$ cat config.mk
export PLATFORM = sky130hd
export DESIGN_NAME = msb_first_bit_packer
export DESIGN_NICKNAME = d
export VERILOG_FILES = /design/src/hdl/mbp_pkg.sv /design/src/hdl/mbp_front.sv /design/src/hdl/mbp_queue.sv /design/src/hdl/mbp_back.sv /design/src/hdl/msb_first_bit_packer.sv
export SDC_FILE = /design/constraint.sdc
export NUM_CORES = 1
export LEC_CHECK = 0
export ABC_AREA = 1
export BUFFER_PORTS_ARGS = -buffer_cell sky130_fd_sc_hd__buf_4
export CORE_MARGIN = 5
export CORE_UTILIZATION = 58
export CTS_BUF_LIST = sky130_fd_sc_hd__clkbuf_4 sky130_fd_sc_hd__clkbuf_8
export DETAILED_ROUTE_END_ITERATION = 6
export PLACE_DENSITY = 0.77
export SLEW_MARGIN = 20
export SYNTH_ARGS = -nofsm -noshare
export SYNTH_HDL_FRONTEND = slang
export SYNTH_HIERARCHICAL = 1
export SYNTH_SLANG_ARGS = --single-unit
$ cat constraint.sdc
create_clock -name clk -period 6 [get_ports clk]
set_input_delay 1.5 -clock clk [delete_from_list [all_inputs] [get_ports clk]]
set_output_delay 1.5 -clock clk [all_outputs]
set_load 0.02 [all_outputs]
$ cat src/hdl/mbp_pkg.sv
// shared types and constants for the msb-first bit packer
package mbp_pkg;

  localparam int MAX_FIELD_BITS = 32;
  localparam int VALUE_BITS     = 32;
  localparam int BYTE_BITS      = 8;
  localparam int QUEUE_DEPTH    = 2;

  // effective field length limit, never above the width of value
  localparam logic [5:0] FIELD_LIMIT =
    6'((MAX_FIELD_BITS < VALUE_BITS) ? MAX_FIELD_BITS : VALUE_BITS);

  typedef struct packed {
    logic [31:0] value;
    logic [5:0]  num_bits;
  } in_t;

  typedef struct packed {
    logic [7:0] out_byte;
    logic       last_byte;
  } out_t;

  // up to four finished bytes of one item, first byte in the top bits
  typedef struct packed {
    logic [31:0] bytes;
    logic [2:0]  cnt;
  } job_t;

  typedef struct packed {
    logic full;
    logic empty;
  } q_stat_t;

endpackage

$ cat src/hdl/mbp_front.sv
// front end: accepts fields, merges them with the partial byte, emits byte jobs
module mbp_front (
  input  logic           clk,
  input  logic           rst_n,
  input  logic           in_valid,
  input  mbp_pkg::in_t   in_data,
  input  logic           q_full,
  output logic           in_stall,
  output logic           push,
  output mbp_pkg::job_t  job
);

  logic [7:0]  partial_r, partial_nxt;
  logic [2:0]  held_r, held_nxt;
  logic [5:0]  n;
  logic [31:0] vmasked;
  logic [5:0]  sh;
  logic [39:0] stream;
  logic [5:0]  total;
  logic        accept;

  assign in_stall = q_full;
  assign accept   = in_valid && !q_full;

  always_comb begin
    n = (in_data.num_bits > mbp_pkg::FIELD_LIMIT) ? mbp_pkg::FIELD_LIMIT
                                                   : in_data.num_bits;
    vmasked = in_data.value & (32'hFFFF_FFFF >> (6'd32 - n));
    // field lands right after the held bits
    sh      = 6'd40 - {3'b000, held_r} - n;
    stream  = {partial_r, 32'h0} | ({8'h0, vmasked} << sh);
    total   = {3'b000, held_r} + n;

    job         = '0;
    partial_nxt = partial_r;
    held_nxt    = held_r;

    if (in_data.num_bits == 6'd0) begin
      // flush
      if (held_r != 3'd0) begin
        job.bytes = {partial_r, 24'h0};
        job.cnt   = 3'd1;
      end
      partial_nxt = 8'h00;
      held_nxt    = 3'd0;
    end else begin
      job.bytes = stream[39:8];
      job.cnt   = total[5:3];
      held_nxt  = total[2:0];
      case (total[5:3])
        3'd0:    partial_nxt = stream[39:32];
        3'd1:    partial_nxt = stream[31:24];
        3'd2:    partial_nxt = stream[23:16];
        3'd3:    partial_nxt = stream[15:8];
        3'd4:    partial_nxt = stream[7:0];
        default: partial_nxt = 8'h00;
      endcase
    end
  end

  assign push = accept && (job.cnt != 3'd0);

  always_ff @(posedge clk) begin
    if (!rst_n) begin
      partial_r <= 8'h00;
      held_r    <= 3'd0;
    end else if (accept) begin
      partial_r <= partial_nxt;
      held_r    <= held_nxt;
    end
  end

endmodule

$ cat src/hdl/mbp_queue.sv
// two-entry job queue between front and back
module mbp_queue (
  input  logic             clk,
  input  logic             rst_n,
  input  logic             push,
  input  mbp_pkg::job_t    wr_job,
  input  logic             pop,
  output mbp_pkg::job_t    rd_job,
  output mbp_pkg::q_stat_t stat
);

  mbp_pkg::job_t mem_r [mbp_pkg::QUEUE_DEPTH];
  logic          wr_ptr_r, wr_ptr_nxt;
  logic          rd_ptr_r, rd_ptr_nxt;
  logic [1:0]    fill_r, fill_nxt;

  assign rd_job     = mem_r[rd_ptr_r];
  assign stat.full  = (fill_r == 2'(mbp_pkg::QUEUE_DEPTH));
  assign stat.empty = (fill_r == 2'd0);

  always_comb begin
    wr_ptr_nxt = push ? ~wr_ptr_r : wr_ptr_r;
    rd_ptr_nxt = pop  ? ~rd_ptr_r : rd_ptr_r;
    fill_nxt   = fill_r + {1'b0, push} - {1'b0, pop};
  end

  always_ff @(posedge clk) begin
    if (push) begin
      mem_r[wr_ptr_r] <= wr_job;
    end
  end

  always_ff @(posedge clk) begin
    if (!rst_n) begin
      wr_ptr_r <= 1'b0;
      rd_ptr_r <= 1'b0;
      fill_r   <= 2'd0;
    end else begin
      wr_ptr_r <= wr_ptr_nxt;
      rd_ptr_r <= rd_ptr_nxt;
      fill_r   <= fill_nxt;
    end
  end

endmodule

$ cat src/hdl/mbp_back.sv
// back end: walks each job byte by byte into the output register
module mbp_back (
  input  logic          clk,
  input  logic          rst_n,
  input  logic          q_empty,
  input  mbp_pkg::job_t head,
  output logic          pop,
  output logic          out_valid,
  input  logic          out_stall,
  output mbp_pkg::out_t out_data
);

  logic          out_valid_r, out_valid_nxt;
  mbp_pkg::out_t out_data_r, out_data_nxt;
  logic [1:0]    idx_r, idx_nxt;
  logic          load;
  logic          last;
  logic [7:0]    cur_byte;

  assign out_valid = out_valid_r;
  assign out_data  = out_data_r;

  always_comb begin
    case (idx_r)
      2'd0:    cur_byte = head.bytes[31:24];
      2'd1:    cur_byte = head.bytes[23:16];
      2'd2:    cur_byte = head.bytes[15:8];
      2'd3:    cur_byte = head.bytes[7:0];
      default: cur_byte = 8'h00;
    endcase
    last = (({1'b0, idx_r} + 3'd1) == head.cnt);
    load = !q_empty && (!out_valid_r || !out_stall);
    pop  = load && last;

    out_valid_nxt = out_valid_r;
    out_data_nxt  = out_data_r;
    idx_nxt       = idx_r;
    if (load) begin
      out_valid_nxt          = 1'b1;
      out_data_nxt.out_byte  = cur_byte;
      out_data_nxt.last_byte = last;
      idx_nxt                = last ? 2'd0 : idx_r + 2'd1;
    end else if (!out_stall) begin
      out_valid_nxt = 1'b0;
    end
  end

  always_ff @(posedge clk) begin
    out_data_r <= out_data_nxt;
    if (!rst_n) begin
      out_valid_r <= 1'b0;
      idx_r       <= 2'd0;
    end else begin
      out_valid_r <= out_valid_nxt;
      idx_r       <= idx_nxt;
    end
  end

endmodule

$ cat src/hdl/msb_first_bit_packer.sv
// msb-first bit packer top level: appends fields of 1 to 32 bits to a byte
// stream, most significant bit first, and emits each finished byte as one
// beat; a field count of zero flushes the partial byte with zero padding.
// A new field is taken every cycle while the two-entry job queue has room;
// each field yields zero to four bytes and the byte-wide output drains one
// byte per cycle while out_stall is low, so sustained field throughput falls
// as the number of bytes that each field completes rises.
// With nothing queued ahead and no output stall, the first byte of a field
// is written into the job queue and then registered in the output register.
module msb_first_bit_packer (
  input  logic          clk,
  input  logic          rst_n,
  input  logic          in_valid,
  output logic          in_stall,
  input  mbp_pkg::in_t  in_data,
  output logic          out_valid,
  input  logic          out_stall,
  output mbp_pkg::out_t out_data
);

  logic             push;
  logic             pop;
  mbp_pkg::job_t    wr_job;
  mbp_pkg::job_t    head;
  mbp_pkg::q_stat_t q_stat;

  mbp_front u_front (
    .clk      (clk),
    .rst_n    (rst_n),
    .in_valid (in_valid),
    .in_data  (in_data),
    .q_full   (q_stat.full),
    .in_stall (in_stall),
    .push     (push),
    .job      (wr_job)
  );

  mbp_queue u_queue (
    .clk    (clk),
    .rst_n  (rst_n),
    .push   (push),
    .wr_job (wr_job),
    .pop    (pop),
    .rd_job (head),
    .stat   (q_stat)
  );

  mbp_back u_back (
    .clk       (clk),
    .rst_n     (rst_n),
    .q_empty   (q_stat.empty),
    .head      (head),
    .pop       (pop),
    .out_valid (out_valid),
    .out_stall (out_stall),
    .out_data  (out_data)
  );

`ifndef SYNTH
  a_no_overflow: assert property (@(posedge clk) disable iff (!rst_n)
    push |-> !q_stat.full)
    else $error("job pushed into full queue");

  a_job_nonempty: assert property (@(posedge clk) disable iff (!rst_n)
    push |-> (wr_job.cnt != 3'd0 && wr_job.cnt <= 3'd4))
    else $error("job byte count out of range");

  a_pop_has_data: assert property (@(posedge clk) disable iff (!rst_n)
    pop |-> !q_stat.empty)
    else $error("pop from empty queue");

  a_reset_idle: assert property (@(posedge clk)
    !rst_n |=> (!out_valid && q_stat.empty))
    else $error("output or queue busy after reset");
`endif

endmodule

=== After elaboration in Yosys (flattened, before gate mapping) ===
Memory sizes are Yosys's and may differ from the RTL's. A register that Yosys moved wholly into a read port is not among the register bits.
Cells that the tools add are included.

* Equality and inequality tests: 10
* Shift operators: 2
* Bitwise operators: 4
* Order comparisons: 1
* Reduce and logical (&&, ||, !) cells: 15
* Add/sub/neg operators: 8
* Mux-type cells: 14

{| class="wikitable"
|+ Operators by type and width
! kind !! count
|-
| 35-bit 2-to-1 mux || 2
|-
| 40-bit bitwise OR || 1
|-
| 8-bit one-hot mux with 5 select lines || 1
|-
| 32-bit by 6-bit left shift with 40-bit output || 1
|-
| 32-bit AND || 1
|-
| 8-bit one-hot mux with 4 select lines || 1
|-
| 32-bit by 6-bit >> shifter with 32-bit output, first input constant || 1
|-
| 8-bit 2-to-1 mux || 1
|-
| 3-bit by 6-bit adder with 6-bit output || 1
|-
| 2-bit equality test, second input constant || 3
|-
| 3-bit by 2-bit equality test with 1-bit output, second input constant || 2
|-
| 6-bit > comparator, second input constant || 1
|-
| 6-bit zero test || 1
|-
| 1-bit 2-to-1 mux || 6
|-
| 6-bit 2-to-1 mux || 1
|-
| 3-bit nonzero test || 2
|-
| 6-bit by 3-bit subtractor with 6-bit output, first input constant || 1
|-
| 6-bit subtractor || 1
|-
| 6-bit subtractor, first input constant || 1
|-
| 1-bit logical AND || 4
|-
| 1-bit zero test || 4
|-
| 2-bit zero test || 2
|-
| 2-bit by 1-bit adder with 3-bit output, second input constant || 1
|-
| 3-bit by 1-bit equality test with 1-bit output, second input constant || 1
|-
| 12 further kinds || 13
|}

* Bits in writable memories: 70
* Flip-flop bits (word level): 27
* Output and inout bits: 11
* Input port bits: 42
* Memories: 1

{| class="wikitable"
|+ Memories
! memory !! words !! width !! read ports !! clocked after memory_dff !! write ports !! line !! text
|-
| u_queue.mem_r || 2 || 35 || 1 || 1 || 1 || mbp_queue.sv:12 || <nowiki>mbp_pkg::job_t mem_r [mbp_pkg::QUEUE_DEPTH];</nowiki>
|}

=== Depth between registers and ports, before layout ===
* Word-level depth: 12
* Mapped depth: 25

=== By module ===
Netlist, hierarchy kept.

{| class="wikitable"
|+ Modules (own cells, without submodules)
! module !! instances !! cells each !! area an instance (um^2)
|-
| mbp_front || 1 || 830 || 4292.9
|-
| mbp_queue || 1 || 142 || 2905.3
|-
| mbp_back || 1 || 87 || 752.0
|}

=== Worst setup path before layout ===
No wires, ideal clock.

* Kind: input-to-reg
* Start: in in_data[1] (netlist bit)
* End: mem u_queue/mem_r[0][0] (netlist bit), enable pin
* Setup slack: 0.638 ns
* Cell stages on the path: 17
* Arrival time: 4.935 ns
* Required time: 5.573 ns
* Path through: nor2_4 > nand4_1 > nand2_1 > nand2_1 > inv_1 > ha_1 > inv_1 > fa_1 > nand2_1 > inv_1 > nand2_1 > nand2_1 > o21ai_0 > nor2_1 > a21oi_1 > inv_1 > nor2_1

{| class="wikitable"
|+ RTL lines
! element !! line !! text
|-
| start: declaration || msb_first_bit_packer.sv:15 || <nowiki>input mbp_pkg::in_t in_data,</nowiki>
|-
| end: declaration || mbp_queue.sv:12 ||
|}

=== Final worst setup path ===
* Start: in in_data[3] (netlist bit)
* End: reg u_front.partial_r[2]

* Cells in the longest elaborated chain, start to end: 9

{| class="wikitable"
|+ Ends and longest elaborated chain
! element !! line !! text
|-
| 6-bit > comparator || mbp_front.sv:26 || <nowiki>n = (in_data.num_bits > mbp_pkg::FIELD_LIMIT) ? mbp_pkg::FIELD_LIMIT</nowiki>
|-
| 6-bit 2-to-1 mux || mbp_front.sv:26 ||
|-
| 6-bit subtractor || mbp_front.sv:28 || <nowiki>vmasked = in_data.value & (32'hFFFF_FFFF >> (6'd32 - n));</nowiki>
|-
| 32-bit by 6-bit >> shifter with 32-bit output || mbp_front.sv:28 ||
|-
| 32-bit AND || mbp_front.sv:28 ||
|-
| 32-bit by 6-bit left shift with 40-bit output || mbp_front.sv:31 || <nowiki>stream = {partial_r, 32'h0} | ({8'h0, vmasked} << sh);</nowiki>
|-
| 40-bit bitwise OR || mbp_front.sv:31 ||
|-
| 8-bit one-hot mux with 5 select lines || mbp_front.sv:50 || <nowiki>case (total[5:3])</nowiki>
|-
| 8-bit 2-to-1 mux (*) || mbp_front.sv:38 || <nowiki>if (in_data.num_bits == 6'd0) begin</nowiki>
|-
| end signal: assignment || mbp_front.sv:68 || <nowiki>partial_r <= partial_nxt;</nowiki>
|-
| end: declaration || mbp_front.sv:13 || <nowiki>logic [7:0] partial_r, partial_nxt;</nowiki>
|}

Every way passes the cells marked *; elsewhere a longest branch is shown, timed or not.
A chain may end at the register's enable or synchronous reset.

==> out/results.txt <==
Clk Latency, worst-skew pair - 370 ps
Core ar. - 13350 um^2
Syn Area/Cell - 7.507 um^2
crit share post-route - 0.8154
total track usage - 0.2665
CTS root buffer - clkbuf_8
Clock Skews - 17.94 ps
syn nets - 1121
Sw Pwr - 1.489 mW
PortBufs - 52
#FFs+latches synth - 98
dpl cell area - 8329 um^2
hold depth - 2
hold path start - u_front/partial_r[6]
Slew Viols, Final - 0
clock-pin slew on the worst setup and hold paths - 90 ps
# rows - 42
relative slew slack - 0.3095
startpoint class of the critical path - primary input
Post-synth ARST share - 0
Sw Ratio - 0.4581
register area share after synthesis - 0.3462
Max H-tree Level - 3
Final HPWL DP - 16620 um
Mapped Area - 7950 um^2
share of cells above drive strength 1 - 0.1732
setup tns final - 0 ps
cell area after layout - 8523 um^2
final core area utilization - 0.6385
type of the worst min-delay path - flip-flop to flip-flop
run status - completed
MaxCap Viol Count - 0
Max FO, Critical Path - 18
pin count of the biggest net entering global routing - 41
most frequent cell after synthesis - nand2_1
combinational power share - 0.564
dominant synthesized flop cell - edfxtp_1
drt first pass iters - 6
Critical R2R Launch - u_front/held_r[1]
Gate Count Post-Synth - 1059
RSZ-0062 raised after global routing - no
vias in the first global route - 6672
first-pass GRT wire length - 34420 um
main area contributors after synthesis - edfxtp_1 (30%), nand3_1 (16%), nand2_1 (13%), mux2_4 (5.7%), dfxtp_1 (4.8%)
vias - 7374
post-CTS setup buffers - 0
WHS Endpoint - u_front/partial_r[6]
global placer's final weighted congestion - 0.9880
area growth from synthesis to layout - 7.208%
DR WL/cell - 17.10 um
FILL cells - 1227
gr ovfl total - 0
Final Critical Period - 4893 ps
antenna viol nets, final - 0
Layout Nets - 1148
Seq pwr share - 0.312
vias per cell - 5.820
Worst Max-Slew Pin Slew - 1035 ps
post-cts sizing count - 0
post-synth top area share - 0.2984
Yosys Warn Count - 6
io pins - 53
die height - 127.1 um
Worst R2R Setup Slack - 2420 ps
Internal - 1.761 mW
Leak Pwr - 3.903 nW
count of final hold-check violations - 0
Initial Util - 0.5956
Total Wirelength - 21670 um
crit path DAT - 5120 ps
Remaining DRCs - 0
Die Width - 127.1 um
clk buf depth - 2
clock power share - 0.124
fmax - 0.2044 GHz
total CTS buffers - 9
Final setup viols - 0
Die Area - 16150 um^2
Setup CP Type - primary input to flip-flop
Critical Path End Type - flip-flop
r2r worst-path depth - 19
DR iter-0 viols - 657
number of synthesized flops with an enable pin - 79
clock tree sinks - 98
pwr dens - 381.3 nW/um^2
IR drop worst, VDD - 0.1620 mV
TritonCTS clock tree - built
n_diodes - 0
Req. time, crit path - 6230 ps
Synth top cells by count - nand2_1 (274), nand3_1 (262), inv_1 (89), edfxtp_1 (79), nor2_1 (67)
synth unique cells - 54
hold_buf cts - 0
RR Endpoint - u_front/partial_r[2]
antenna violations before repair - 0
largest area contributor in the netlist - edfxtp_1
cells by family after synthesis:
logic type | Yosys count | synth area share
flip-flops | 98 | 0.3462
AND/OR/NAND/NOR | 671 | 0.3939
buffers and inverters | 158 | 0.09553
multiplexers | 35 | 0.06374
XOR/XNOR | 4 | 0.007713
adder cells (fa/ha/maj) | 20 | 0.03431
AO/OA/AOI/OAI | 73 | 0.05855
state kept, by name, summed over array words and instances, names as in the netlist, named ones only:
name / flops
u_queue/mem_r: 70
u_back/out_data: 9
u_front/partial_r: 8
u_front/held_r: 3
u_back/idx_r: 2
u_queue/fill_r: 2
u_back/out_valid: 1
u_queue/rd_ptr_r: 1
u_queue/wr_ptr_r: 1
final cells by class:
| class | count | area, um^2 | area share |
|---|---|---|---|
| Timing Repair Buffer | 64 | 480.5 | 0.05637 |
| Sequential cell | 98 | 2754 | 0.3231 |
| Clock buffer | 11 | 151.4 | 0.01776 |
| Multi-Input combinational cell | 803 | 4446 | 0.5216 |
| Inverter | 110 | 434.2 | 0.05094 |
| Tap cell | 176 | 220.2 | 0.02584 |
| Clock inverter | 5 | 37.54 | 0.004404 |
metrics by stage:
step,hold slack [ps],worst slack (ps),power (mW),cells
6_report,471.2,1107,3.250,1267
5_1_grt,510.6,870.0,3.471,1267
4_1_cts,471.0,1182,3.226,1267
3_5_place_dp,455.7,809.8,2.829,1251
3_3_place_gp,454.7,862.3,2.802,1251
2_1_floorplan,443.6,637.5,2.367,1059
worst max path at each step:
| stage | endpoint | depth (start not counted) | from | slack, ps |
|---|---|---|---|---|
| 2_1_floorplan | u_queue/mem_r[0][0] | 17 | in_data[1] | 640 |
| 3_3_place_gp | u_front/partial_r[2] | 25 | in_data[3] | 860 |
| 3_5_place_dp | u_front/partial_r[2] | 25 | in_data[3] | 810 |
| 4_1_cts | u_front/partial_r[2] | 25 | in_data[3] | 1180 |
| 5_1_grt | u_front/partial_r[6] | 25 | in_data[3] | 870 |
| 6_report | u_front/partial_r[2] | 25 | in_data[3] | 1110 |
worst max-delay path: stages:
cell     delay, ps
buf_4          130
inv_2           60
nand4_1         90
nand2_1         80
nand2_1        140
inv_1           90
ha_1           290
inv_1           50
ha_1           200
fa_1           510
nand2_1        100
nand2_1         70
o21ai_1        100
o21ai_2         70
buf_4          170
inv_2          320
nor2_2         140
inv_2          280
o21ai_0        180
nand3_1        120
nand2_1         50
nor2_1         170
nand2_1         70
nand2_1         70
a21oi_1         70
layer usage:
metal,GRT usage,vias to the layer above,wire length [um]
met5,0,-,0
met4,0.1035,0,787
met3,0.02922,53,1354
met2,0.4408,330,10210
met1,0.3606,3363,9314
li1,-,3628,-
power by group through the flow:
stage	Combinational, mW	Sequential, mW	Clock [mW]
2_1_floorplan	1.30	1.07	0
3_3_place_gp	1.78	1.02	0
3_5_place_dp	1.80	1.03	0
4_1_cts	1.80	1.02	0.407
5_1_grt	2.01	1.03	0.435
6_report	1.83	1.02	0.403
cells in the final DEF, fill, tap and decap left out, types with 2 or more instances in the layout:
cell type	Yosys	final
and2_1	9	9
inv_4	3	3
nor2_1	67	66
nand4_1	19	19
ha_1	17	17
mux2_2	5	5
nor2_2	5	6
clkinvlp_4	0	2
nand2_2	10	10
nor3_2	2	2
inv_2	16	16
nand2_1	274	274
a21boi_0	2	2
buf_4	1	64
mux2_4	30	30
nor3_1	2	2
nor2_8	2	2
nand3_1	262	262
inv_1	89	89
clkbuf_8	0	11
a21oi_2	8	8
o21ai_2	2	2
nand3_2	6	6
o21ai_1	3	3
nand4_2	5	5
edfxtp_1	79	79
nand2_4	2	2
dfxtp_1	19	18
a31oi_1	11	11
o21ai_0	14	14
a21oi_1	28	28
fa_1	3	3
No activity file was read; power rests on OpenSTA's default activity.
